<file path="config.mk">
export PLATFORM = sky130hd
export DESIGN_NAME = graph_traversal_order_unit
export DESIGN_NICKNAME = d
export VERILOG_FILES = /design/src/gto_pkg.sv /design/src/gto_ctrl.sv /design/src/gto_dpath.sv /design/src/graph_traversal_order_unit.sv
export SDC_FILE = /design/constraint.sdc
export NUM_CORES = 1
export LEC_CHECK = 0
export BUFFER_PORTS_ARGS = -buffer_cell sky130_fd_sc_hd__buf_4
export CORE_AREA = 4 4 165 287
export CTS_BUF_LIST = sky130_fd_sc_hd__clkbuf_2
export CTS_CLUSTER_SIZE = 28
export DETAILED_ROUTE_END_ITERATION = 7
export DIE_AREA = 0 0 169 291
export PLACE_DENSITY = 0.53
export SLEW_MARGIN = 20
export SYNTH_ARGS = -nofsm -noshare
export SYNTH_HDL_FRONTEND = slang
export SYNTH_HIERARCHICAL = 1
export SYNTH_SLANG_ARGS = --single-unit
</file>
<file path="constraint.sdc">
create_clock -name clk -period 9.3 [get_ports clk]
set_input_delay 1.395 -clock clk [delete_from_list [all_inputs] [get_ports clk]]
set_output_delay 1.395 -clock clk [all_outputs]
set_load 0.05 [all_outputs]
</file>
<file path="src/gto_pkg.sv">
`timescale 1ns / 1ps

package gto_pkg;

	// Graph size and derived widths
	localparam int NODES = 16;
	localparam int VTX_W = $clog2(NODES);
	localparam int PTR_W = VTX_W + 1;

	// Input function codes
	localparam logic FUNC_LOAD  = 1'b0;
	localparam logic FUNC_START = 1'b1;

	// Traversal mode codes
	localparam logic MODE_DFS = 1'b0;
	localparam logic MODE_BFS = 1'b1;

	// Register indexes on the configuration port
	localparam logic REG_MODE = 1'b0;

	typedef logic [NODES-1:0] row_t;
	typedef logic [VTX_W-1:0] vtx_t;
	typedef logic [PTR_W-1:0] ptr_t;

	typedef enum logic [1:0] {
		ST_IDLE,
		ST_FETCH,
		ST_SCAN,
		ST_FLUSH
	} state_t;

	// Commands from controller to datapath
	typedef struct packed {
		logic load_row;
		logic start;
		logic visit;
		logic descend;
		logic pop;
		logic fetch_top;
		logic fetch_head;
		logic flush;
	} gto_cmd_t;

	// Status from datapath to controller
	typedef struct packed {
		logic open_nz;
		logic stack_empty;
		logic queue_empty;
		logic slot_free;
	} gto_stat_t;

	// Index of the lowest set bit of a nonzero row
	function automatic vtx_t lowest_bit(input row_t w);
		vtx_t k;
		k = '0;
		for (int i = NODES - 1; i >= 0; i--) begin
			if (w[i]) begin
				k = VTX_W'(i);
			end
		end
		return k;
	endfunction

endpackage

</file>
<file path="src/gto_ctrl.sv">
`timescale 1ns / 1ps

module gto_ctrl import gto_pkg::*; (
	input  logic      clk,
	input  logic      arst_n,
	input  logic      in_valid,
	input  logic      func,
	input  logic      mode,
	input  gto_stat_t stat,
	output logic      in_stall,
	output gto_cmd_t  cmd
);

	state_t state_q;
	state_t state_d;

	// Hold the state
	always_ff @(posedge clk or negedge arst_n) begin
		if (!arst_n) begin
			state_q <= ST_IDLE;
		end else begin
			state_q <= state_d;
		end
	end

	// Take a new word only when idle
	assign in_stall = (state_q != ST_IDLE);

	// Next state and datapath commands
	always_comb begin
		state_d = state_q;
		cmd     = '0;
		unique case (state_q)
			ST_IDLE: begin
				if (in_valid) begin
					if (func == FUNC_LOAD) begin
						cmd.load_row = 1'b1;
					end else begin
						cmd.start = 1'b1;
						state_d   = ST_SCAN;
					end
				end
			end
			ST_SCAN: begin
				if (stat.open_nz) begin
					// visit the lowest open neighbor once the output slot frees
					if (stat.slot_free) begin
						cmd.visit   = 1'b1;
						cmd.descend = (mode == MODE_DFS);
					end
				end else begin
					cmd.pop = (mode == MODE_DFS);
					state_d = ST_FETCH;
				end
			end
			ST_FETCH: begin
				if (mode == MODE_DFS) begin
					if (stat.stack_empty) begin
						state_d = ST_FLUSH;
					end else begin
						cmd.fetch_top = 1'b1;
						state_d       = ST_SCAN;
					end
				end else begin
					if (stat.queue_empty) begin
						state_d = ST_FLUSH;
					end else begin
						cmd.fetch_head = 1'b1;
						state_d        = ST_SCAN;
					end
				end
			end
			ST_FLUSH: begin
				// send the held vertex flagged as last
				if (stat.slot_free) begin
					cmd.flush = 1'b1;
					state_d   = ST_IDLE;
				end
			end
			default: begin
				state_d = ST_IDLE;
			end
		endcase
	end

endmodule

</file>
<file path="src/gto_dpath.sv">
`timescale 1ns / 1ps

module gto_dpath import gto_pkg::*; (
	input  logic      clk,
	input  logic      arst_n,
	input  gto_cmd_t  cmd,
	input  vtx_t      row_index,
	input  row_t      row_bits,
	input  vtx_t      start_vertex,
	input  logic      out_stall,
	output gto_stat_t stat,
	output logic      out_valid,
	output vtx_t      vertex,
	output logic      last
);

	row_t adj_q [NODES];
	vtx_t pend_q [NODES];
	row_t visited_q;
	ptr_t head_q;
	ptr_t tail_q;
	vtx_t cur_q;
	vtx_t hold_q;
	logic out_valid_q;
	vtx_t out_vertex_q;
	logic out_last_q;

	row_t open_w;
	vtx_t next_w;
	ptr_t top_w;

	// Unvisited neighbors of the current vertex
	assign open_w = adj_q[cur_q] & ~visited_q;
	assign next_w = lowest_bit(open_w);
	assign top_w  = tail_q - ptr_t'(1);

	assign stat.open_nz     = |open_w;
	assign stat.stack_empty = (tail_q == '0);
	assign stat.queue_empty = (head_q == tail_q);
	assign stat.slot_free   = !out_valid_q || !out_stall;

	// Adjacency rows
	always_ff @(posedge clk or negedge arst_n) begin
		if (!arst_n) begin
			for (int i = 0; i < NODES; i++) begin
				adj_q[i] <= '0;
			end
		end else if (cmd.load_row) begin
			adj_q[row_index] <= row_bits;
		end
	end

	// Stack or queue storage
	always_ff @(posedge clk) begin
		if (cmd.start) begin
			pend_q[0] <= start_vertex;
		end else if (cmd.visit) begin
			pend_q[tail_q[VTX_W-1:0]] <= next_w;
		end
	end

	// Visited marks and pointers; the start vertex leaves the queue at once
	always_ff @(posedge clk or negedge arst_n) begin
		if (!arst_n) begin
			visited_q <= '0;
			head_q    <= '0;
			tail_q    <= '0;
		end else begin
			if (cmd.start) begin
				visited_q <= row_t'(1) << start_vertex;
				head_q    <= ptr_t'(1);
				tail_q    <= ptr_t'(1);
			end else if (cmd.visit) begin
				visited_q <= visited_q | (row_t'(1) << next_w);
				tail_q    <= tail_q + ptr_t'(1);
			end else if (cmd.pop) begin
				tail_q <= top_w;
			end else if (cmd.fetch_head) begin
				head_q <= head_q + ptr_t'(1);
			end
		end
	end

	// Current vertex and held result
	always_ff @(posedge clk) begin
		if (cmd.start) begin
			cur_q  <= start_vertex;
			hold_q <= start_vertex;
		end else begin
			if (cmd.visit) begin
				hold_q <= next_w;
			end
			if (cmd.visit && cmd.descend) begin
				cur_q <= next_w;
			end else if (cmd.fetch_top) begin
				cur_q <= pend_q[top_w[VTX_W-1:0]];
			end else if (cmd.fetch_head) begin
				cur_q <= pend_q[head_q[VTX_W-1:0]];
			end
		end
	end

	// Output word register
	always_ff @(posedge clk or negedge arst_n) begin
		if (!arst_n) begin
			out_valid_q <= 1'b0;
		end else if (cmd.visit || cmd.flush) begin
			out_valid_q <= 1'b1;
		end else if (!out_stall) begin
			out_valid_q <= 1'b0;
		end
	end

	always_ff @(posedge clk) begin
		if (cmd.visit || cmd.flush) begin
			out_vertex_q <= hold_q;
			out_last_q   <= cmd.flush;
		end
	end

	assign out_valid = out_valid_q;
	assign vertex    = out_vertex_q;
	assign last      = out_last_q;

endmodule

</file>
<file path="src/graph_traversal_order_unit.sv">
`timescale 1ns / 1ps

// Graph traversal order unit over a 16-vertex adjacency bit matrix.
// Input channel (in_valid/in_stall): func 0 loads the row row_bits into
// adjacency row row_index and gives no output; func 1 starts a traversal
// at start_vertex. in_stall is high from a start until its last vertex has
// been handed to the output register, so one traversal runs at a time.
// Output channel (out_valid/out_stall): one word per visited vertex, in
// depth-first or breadth-first order (APB register 0, bit 0: 0 = DFS,
// 1 = BFS); last marks the final vertex. Each vertex is held one step so
// the flag can be set, then moved into the output register.
// During a traversal the unit visits each newly found vertex, scans the
// current vertex until no open neighbor is left, then fetches the next
// one from the stack or queue, and at the end flushes the held vertex.
// A stall on the output halts the scan; nothing is dropped or repeated.
// Reset clears the adjacency matrix, visited marks, pointers and the
// mode register, and leaves the output empty.

module graph_traversal_order_unit import gto_pkg::*; (
	input  logic        clk,
	input  logic        arst_n,
	input  logic        in_valid,
	output logic        in_stall,
	input  logic        func,
	input  logic [3:0]  row_index,
	input  logic [15:0] row_bits,
	input  logic [3:0]  start_vertex,
	output logic        out_valid,
	input  logic        out_stall,
	output logic [3:0]  vertex,
	output logic        last,
	input  logic        psel,
	input  logic        penable,
	input  logic        pwrite,
	input  logic [2:0]  paddr,
	input  logic [31:0] pwdata,
	output logic [31:0] prdata,
	output logic        pready
);

	logic      mode_q;
	gto_cmd_t  cmd;
	gto_stat_t stat;

	// Mode register write
	always_ff @(posedge clk or negedge arst_n) begin
		if (!arst_n) begin
			mode_q <= MODE_DFS;
		end else if (psel && penable && pwrite && (paddr[2] == REG_MODE)) begin
			mode_q <= pwdata[0];
		end
	end

	// Register readback
	always_comb begin
		prdata = '0;
		unique case (paddr[2])
			REG_MODE: prdata[0] = mode_q;
			default:  prdata    = '0;
		endcase
	end

	assign pready = 1'b1;

	gto_ctrl u_ctrl (
		.clk      (clk),
		.arst_n   (arst_n),
		.in_valid (in_valid),
		.func     (func),
		.mode     (mode_q),
		.stat     (stat),
		.in_stall (in_stall),
		.cmd      (cmd)
	);

	gto_dpath u_dpath (
		.clk          (clk),
		.arst_n       (arst_n),
		.cmd          (cmd),
		.row_index    (row_index),
		.row_bits     (row_bits),
		.start_vertex (start_vertex),
		.out_stall    (out_stall),
		.stat         (stat),
		.out_valid    (out_valid),
		.vertex       (vertex),
		.last         (last)
	);

endmodule
</file>
==> results.cfg, run 1 <==
[route]
drcViolationCount = 0
drtIter0Drc = 511
wl_per_cell_microns = 24.23
ant_nets = 0
routed_wirelength_microns = 48390
vias = 10990
drt_pass1_iterations = 5
post_drt_via_cell_ratio = 5.505

[clock_tree]
cts_sinks = 363
cts_tree = built
clk_latency_ns = 1.01
cts_buffers = 88
root_buffer = clkbuf_2
htree_levels = 3
post_cts_buffers = 0
ctsResizeCount = 0
cts_hold_buf = 0
cts_buffer_depth = 3
clkTransAtPathRegs_ns = 0.12

[global_route]
track_usage_pct = 19.79
grt_max_degree = 118
grt_pass1_vias = 11980
grt_pass1_wl_microns = 73770
overflow = 0
antenna_found_initial = 3

[timing]
fin_skew_ns = 0.09737
setup_viol = 0
rsz0062_at_grt = no
hold_violations = 0
final.period_utilization_pct = 54.62
worst_pin_slew_ns = 1.030
slew_headroom_pct = 31.28
fin_tns_setup_ns = 0
slew_violations = 0
fin_crit_ns = 5.080
max_freq_mhz = 196.9

[layout]
area_growth_pct = 8.088
drive_gt1_share_pct = 39.36
nFillCells = 4253
finalInstanceArea_sq_um = 19300
final_nets = 1432

[logic_synthesis]
synth_top_area_share_pct = 40.09
synthFlopType = dfrtp_1
syn-mean-instance-area_sq_um = 13.78
ys_types = 83
synth_most_common_cell = dfrtp_1
synth-seq-cells = 363
synth-edff-count = 77
synthTopCellsByCount = dfrtp_1, mux2_2, mux2i_1
ys_warn_count = 6
seq_area_frac_synth_pct = 53.04
synthesis.area_sq_um = 17850
async_flop_share_pct = 78.79
synth_largest_area_cell = dfrtp_1
syn_inst = 1296
yosys-top-cells-area = dfrtp_1, mux2_2, edfxtp_1

[placed_design]
hpwl_microns = 30830
io_buffers = 41
place_congestion = 0.8625
placed_area_sq_um = 18530

[worst_setup_path]
cp-startpoint = u_dpath/cur_q[1]
crit_path_end_kind = flip-flop
critPathLaunchType = flip-flop
crit_type = reg -> reg
critical_path_arrival_ns = 5.73
slowest_stage = o41ai_2
cpLargestDelayFamily = simple AND/OR/NAND/NOR gates
critPathMaxStageDelay_ns = 0.69
worstReg2RegStart = u_dpath/cur_q[1]
path_common_cell = nand3_1
required_ns = 9.95
path_max_fanout = 23
cp_cell_sequence = buf_4, or2_1, a2bb2oi_1, o21ai_0, o41ai_2, nor2_1, nand3_1, or2_2, and4b_1, nor2b_1, nand3_1, nor3_1
critical_path_buf_inv_count = 1

[run_status]
status = finished clean

[floorplanning]
core_sq_um = 44980
pin_count = 107
num_rows = 103
dieHeight_microns = 291
die_area_sq_um = 49180
die_width_microns = 169
initial_utilization_pct = 39.69

[pwr]
leakage_nw = 8.720
p_per_area_nw_per_um2 = 310.9
peakVddDrop_mv = 0.2465

[hold_path]
min_from = u_dpath/hold_q[0]
hold_path_class = reg -> reg

[flow_run]
cap_violations = 0
## metal layers
layer / wire length (microns) / up-vias / GRT usage (%)
met4: 1723 / 2 / 8.017
met2: 26640 / 225 / 36.86
met3: 1766 / 92 / 3.179
li1: - / 4935 / -
met5: 9 / - / 0
met1: 18250 / 5739 / 22.21
## power by group
part / leakage [nW] / internal, mW / total (mW) / switching (mW)
logic: 3.57 / 1.05 / 2.71 / 1.66
registers: 4.58 / 2.08 / 2.28 / 0.201
clock network: 0.567 / 0.379 / 1.01 / 0.626
total: 8.72 / 3.51 / 6.00 / 2.49
## placed cells by master, fill, tap and decap left out, types with 12 or more instances in the layout
cell,count
clkinv_1,16
clkbuf_2,124
o21ai_0,40
nand2_1,52
dfrtp_1,286
nand3_1,14
conb_1,32
mux2i_1,95
nor2_1,41
o21ai_1,12
a22oi_1,16
nand2b_1,16
buf_4,63
mux4_2,50
a211oi_1,16
a211o_1,18
edfxtp_1,77
mux2_2,264
## through the flow
step,setup slack (ns),power (mW),cells,hold WS [ns],utilization [%]
after CTS,4.185,6.077,1991,0.3897,42.82
final,4.220,6.000,1997,0.4537,42.90
after floorplan,5.659,4.229,1326,0.4003,-
after global placement,4.190,5.003,1847,0.4222,41.21
after global routing,3.819,6.377,1997,0.4043,42.90
after detailed placement,4.149,5.047,1847,0.4056,41.21
## cell type report
cell class | count | area (sq um) | share of cell area (%)
inverters | 9 | 33.78 | 0.1751
repair buffers | 66 | 535.5 | 2.775
clock buffers | 124 | 620.6 | 3.216
diodes | 5 | 12.51 | 0.06484
clock inverters | 20 | 102.6 | 0.5317
flip-flops and latches | 363 | 9469 | 49.07
multi-input cells | 833 | 7801 | 40.43
well taps | 577 | 721.9 | 3.741
## final timing paths
check	slack (ns)	endpoint	cells past startpoint
setup / recovery	4.22	u_dpath/pend_q[8][1]	12
hold / removal	0.45	u_dpath/vertex[0]	0
setup reg to reg	4.22	u_dpath/pend_q[8][1]	12
hold reg to reg	0.45	u_dpath/vertex[0]	0
max in group asynchronous	6.77	u_dpath/adj_q[50]	3
min in group asynchronous	0.47	u_dpath/adj_q[10]	1
## registers in the layout, indices dropped and copies added, names as in the netlist
register	cells
mode_q	1
u_dpath/hold_q	4
u_ctrl/state_q	2
u_dpath/tail_q	5
u_dpath/head_q	5
u_dpath/out_valid	1
u_dpath/vertex	4
u_dpath/adj_q	256
u_dpath/pend_q	64
u_dpath/cur_q	4
u_dpath/last	1
u_dpath/visited_q	16
## worst register-to-register path, cell delays in order, from the launching register on
cell and delay, ns:
edfxtp_1 0.34, buf_4 0.39, or2_1 0.65, a2bb2oi_1 0.19, o21ai_0 0.10, o41ai_2 0.69
nor2_1 0.19, nand3_1 0.19, or2_2 0.20, and4b_1 0.65, nor2b_1 0.32, nand3_1 0.28
nor3_1 0.56
## cells by family (layout without fill, tap and decap cells)
kind of cell	count (synthesis)	count (layout)	synth area share [%]
multiplexers	417	417	28.81
flip-flops	363	363	53.04
AND/OR/NAND/NOR	194	194	5.565
AO/OA/AOI/OAI	171	171	7.268
buffers and inverters	130	219	4.261
XOR/XNOR	15	15	0.7359
adder cells (fa/ha/maj)	4	4	0.2803
other	2	37	0.04206
(Power assumes the default switching activity.)
==> run 2, diff against run 1 <==
--- a/config.mk
+++ b/config.mk
@@ -11,7 +11,7 @@
 export CTS_CLUSTER_SIZE = 28
 export DETAILED_ROUTE_END_ITERATION = 7
 export DIE_AREA = 0 0 169 291
-export PLACE_DENSITY = 0.53
+export PLACE_DENSITY = 0.55
 export SLEW_MARGIN = 20
 export SYNTH_ARGS = -nofsm -noshare
 export SYNTH_HDL_FRONTEND = slang
==> constraint.sdc (replaced) <==
create_clock -name clk -period 4.29 [get_ports clk]
set_input_delay 0.6435 -clock clk [delete_from_list [all_inputs] [get_ports clk]]
set_output_delay 0.6435 -clock clk [all_outputs]
set_load 0.05 [all_outputs]
==> run 2 against run 1 <==
Flip-flop and latch count stayed put. Critical path type unchanged. Utilization is 1.7 points higher. Global-route usage is 0.24 points higher. Maximum frequency is 24% higher. Routed wire length is 1.5% higher. Non-clock buffer count is 77 higher. Clock skew is 0.0071 ns higher.
==> results.cfg, run 2 (same netlist as run 1, synthesis figures left out) <==
[worst_setup_path]
slowest_stage = nor4_4
crit_type = reg -> reg
cp_cell_sequence = buf_4, nor2b_2, buf_4, a22oi_1, o21ai_1, o22ai_2, nor4_4, nand3_1, or2_2, and4b_2, and2b_1, a221oi_1, a311o_1, nand2_1
path_common_cell = buf_4
crit_path_end_kind = flip-flop
cpLargestDelayFamily = simple AND/OR/NAND/NOR gates
critical_path_buf_inv_count = 2
required_ns = 5.08
critPathMaxStageDelay_ns = 0.43
path_max_fanout = 11
critPathLaunchType = flip-flop
critical_path_arrival_ns = 4.87

[layout]
stdcell_count = 2070
regMostFlops = u_dpath/adj_q
area_growth_pct = 12.29
reg_top3 = u_dpath/adj_q x256, u_dpath/pend_q x64, u_dpath/visited_q x16
final_cell_mix = dfrtp_1, mux2_2, clkbuf_2
seq_area_sq_um = 9469
largest_reg_flops = 256
final_nets = 1505
fin_util_pct = 44.57
drive_gt1_share_pct = 40.81
finalInstanceArea_sq_um = 20050
final_common_cell = dfrtp_1
nFillCells = 4143
multi_input_area_sq_um = 7814

[global_route]
antenna_found_initial = 2
track_usage_pct = 20.03
overflow = 0
grt_pass1_wl_microns = 74770
grt_max_degree = 116
grt_pass1_vias = 12330

[floorplanning]
pin_count = 107
num_rows = 103
dieHeight_microns = 291
core_sq_um = 44980
die_width_microns = 169
initial_utilization_pct = 39.69
die_area_sq_um = 49180

[clock_tree]
htree_levels = 3
cts_sinks = 363
cts_buffers = 84
clk_latency_ns = 1.01
root_buffer = clkbuf_2
cts_tree = built
clkTransAtPathRegs_ns = 0.13
cts_buffer_depth = 3

[timing]
rsz0062_at_grt = no
fin_skew_ns = 0.1044
final.setup.worst_slack_ns = 0.2024
fin_crit_ns = 4.088
worst_pin_slew_ns = 0.9534
slew_headroom_pct = 35.95
holdWs_ns = 0.1054
setup_viol = 0
hold_violations = 0
fin_tns_setup_ns = 0
slew_violations = 0
max_freq_mhz = 244.6
final.period_utilization_pct = 95.28

[placed_design]
placed_area_sq_um = 18930
hpwl_microns = 32480
io_buffers = 41
dp_cells = 1895
place_congestion = 0.8664
dp_slack_ns = 0.04867

[pwr]
peakVddDrop_mv = 0.4383
leakage_nw = 9.104
power.total_mw = 13.58
p_per_area_nw_per_um2 = 677.6

[route]
routed_wirelength_microns = 49130
drtIter0Drc = 543
vias = 11390
wl_per_cell_microns = 23.74
post_drt_via_cell_ratio = 5.501
drcViolationCount = 0
ant_nets = 0
drt_pass1_iterations = 5

[run_status]
status = finished clean

[hold_path]
hold_path_class = in -> reg

[flow_run]
cap_violations = 0
run 2: changes by cell type in the layout (fill, tap and decap cells not counted), moves of 5 or more:
cell	before	now
buf_4	63	107
dlygate4sd3_1	0	28
clkbuf_2	124	111
nor2_2	5	11
buf_12	1	6
run 2: path summary, 6_finish.rpt:
check	from	endpoint	slack (ns)	cells past startpoint
setup reg to reg	u_dpath/cur_q[1]	u_dpath/cur_q[3]	0.20	14
setup / recovery	u_dpath/cur_q[1]	u_dpath/cur_q[3]	0.20	14
min in group asynchronous	arst_n	u_dpath/adj_q[247]	0.35	2
hold / removal	row_index[0]	u_dpath/adj_q[127]	0.11	4
max in group asynchronous	arst_n	u_dpath/adj_q[212]	2.98	3
hold reg to reg	u_dpath/hold_q[2]	u_dpath/vertex[2]	0.45	0
run 2: metal layers:
layer	part of all wire (%)	vias to the layer above	GRT usage, %
met1	36	5862	21.40
met4	4.8	0	9.707
li1	-	5094	-
met5	0	-	0
met3	4.0	126	3.220
met2	56	306	37.69
run 2: timing repair:
action                                  in CTS  in global routing
hold buffers                                28                  0
gates resized for setup                      2                  7
gates cloned                                 0                  1
endpoints found under the setup margin      22                 51
hold endpoints to repair                   346                  0
buffers inserted                             0                  1
run 2: layout make-up:
cell class | instances | area share, %
antenna | 3 | 0.03745
timing repair buffer | 143 | 6.204
multi-input combinational | 833 | 38.98
clock inverter | 31 | 1.005
inverter | 9 | 0.1685
sequential | 363 | 47.24
tap | 577 | 3.601
clock buffer | 111 | 2.771
run 2: report_power, final:
| group | switching (mW) | internal (mW) |
|---|---|---|
| Sequential | 0.480 | 4.51 |
| Clock | 1.38 | 0.884 |
| Combinational | 3.64 | 2.68 |
| Total | 5.50 | 8.08 |
run 2: worst min-delay path: cells and delay by family:
family	cells	cell delay (ns)
buffers and inverters	1	0.09
muxes	1	0.16
and+or+nand+nor	2	0.17
==> run 3, diff against run 2 <==
--- a/config.mk
+++ b/config.mk
@@ -11,7 +11,7 @@
 export CTS_CLUSTER_SIZE = 28
 export DETAILED_ROUTE_END_ITERATION = 7
 export DIE_AREA = 0 0 169 291
-export PLACE_DENSITY = 0.55
+export PLACE_DENSITY = 0.57
 export SLEW_MARGIN = 20
 export SYNTH_ARGS = -nofsm -noshare
 export SYNTH_HDL_FRONTEND = slang
==> run 3 against run 2 <==
Count of clock-buffer cells in the layout grew 6. Total power shrank 1.8%. Setup slack gained 0.053 ns. Cell area shrank 0.31%. Cell count grew 0.29%. Sequential power is essentially flat. Utilization shrank 0.14 points. First-iteration DRC count shrank 3.9%. Largest power group unchanged.
==> results.cfg, run 3 (same netlist as run 1, synthesis figures left out) <==
[run_status]
status = finished clean

[flow_run]
cap_violations = 0

[pwr]
p_per_area_nw_per_um2 = 667.7
p_int_mw = 7.882
peakVddDrop_mv = 0.4375
leakage_nw = 9.087
seq_power_share_pct = 37.4
power_switching_share_pct = 40.93
p_switching_mw = 5.462
p_clk_share_pct = 15.7
combPwrFrac_pct = 46.9
power.total_mw = 13.34

[timing]
fin_tns_setup_ns = 0
fin_crit_ns = 4.035
final.period_utilization_pct = 94.05
max_freq_mhz = 247.8
slew_violations = 0
slew_headroom_pct = 29.96
fin_skew_ns = 0.09475
worst_pin_slew_ns = 1.043
hold_violations = 0
rsz0062_at_grt = no
setup_viol = 0

[layout]
reg_top3 = u_dpath/adj_q x256, u_dpath/pend_q x64, u_dpath/visited_q x16
drive_gt1_share_pct = 40.75
area_growth_pct = 11.94
fin_util_pct = 44.43
final_common_cell = dfrtp_1
finalInstanceArea_sq_um = 19990
regMostFlops = u_dpath/adj_q
final_nets = 1509
final_cell_mix = dfrtp_1, mux2_2, clkbuf_2
largest_reg_flops = 256

[global_route]
track_usage_pct = 19.53
grt_pass1_wl_microns = 73310
grt_pass1_vias = 12170
grt_max_degree = 93
antenna_found_initial = 3
overflow = 0

[worst_setup_path]
required_ns = 4.94
path_max_fanout = 16
crit_type = reg -> reg
critical_path_arrival_ns = 4.69
crit_path_end_kind = flip-flop
critPathLaunchType = flip-flop

[floorplanning]
die_area_sq_um = 49180
num_rows = 103
die_width_microns = 169
initial_utilization_pct = 39.69
dieHeight_microns = 291
pin_count = 107
core_sq_um = 44980

[placed_design]
io_buffers = 41
placed_area_sq_um = 18950
hpwl_microns = 31810
place_congestion = 0.8683

[route]
wl_per_cell_microns = 23.05
post_drt_via_cell_ratio = 5.465
routed_wirelength_microns = 47840
vias = 11350
drtIter0Drc = 522
ant_nets = 0
drcViolationCount = 0
drt_pass1_iterations = 5

[clock_tree]
clkTransAtPathRegs_ns = 0.13
cts_buffers = 85
cts_sinks = 363
cts_buffer_depth = 3
cts_tree = built
root_buffer = clkbuf_2
clk_latency_ns = 0.97
htree_levels = 3

[hold_path]
hold_path_class = in -> async
-- run 3: timing repair --
action                                  4_1_cts  5_1_grt
endpoints found under the setup margin        4       15
pin swaps                                     0        0
endpoints found under the hold margin       320        0
buffers inserted                              0        0
hold buffers                                 30        0
gates resized for setup                       1        6
gates cloned                                  0        0
-- run 3: area by class of cell --
type | count | area (sq um)
multi-input cells | 833 | 7797
clock buffers | 117 | 585.6
flip-flops and latches | 363 | 9469
diodes | 2 | 5.005
inverters | 9 | 33.78
well taps | 577 | 721.9
clock inverters | 29 | 118.9
fillers | 4153 | 24990
repair buffers | 146 | 1254
-- run 3: routing by layer --
metal | wire length, microns | global-route usage, %
met1 | 17970 | 21.64
met2 | 26390 | 36.29
met3 | 1675 | 3.329
met4 | 1788 | 8.410
met5 | 13 | 0
-- run 3: stage by stage --
stage	std cells	worst slack (ns)	hold slack (ns)
floorplan	1326	0.6492	0.3479
global placement	1898	0.09133	0.4311
detailed placement	1898	0.03515	0.4280
CTS	2074	0.02576	0.1653
global route	2076	0.05069	0.2148
finish	2076	0.2552	0.2799
-- run 3: final timing paths --
path	cells after the start	slack, ns	from	end
max	13	0.26	u_dpath/cur_q[1]	u_dpath/pend_q[2][1]
min	2	0.28	arst_n	u_dpath/adj_q[125]
max reg2reg	13	0.26	u_dpath/cur_q[1]	u_dpath/pend_q[2][1]
min reg2reg	0	0.45	u_dpath/hold_q[0]	u_dpath/vertex[0]
max in group asynchronous	3	2.99	arst_n	u_dpath/adj_q[104]
min in group clk	5	0.32	func	u_dpath/adj_q[115]
-- run 3: critical path, cell delays in order, from the launching register on --
cell and delay, ns:
edfxtp_1 0.45, buf_4 0.23, or2_1 0.34, buf_4 0.20, o21ai_0 0.35, o22ai_2 0.20
nor4_4 0.37, nand3_1 0.19, or2_2 0.36, and4b_2 0.30, nand2_1 0.20, buf_4 0.17
o21ai_0 0.09, buf_4 0.23
-- run 3: power groups by stage --
stage               Combinational, mW  Sequential (mW)  Clock [mW]
global route                     6.69             5.06        2.39
floorplan                        4.24             4.92           0
finish                           6.26             4.99        2.09
CTS                              6.27             4.98        2.21
detailed placement               6.22             5.05           0
global placement                 6.17             5.02           0
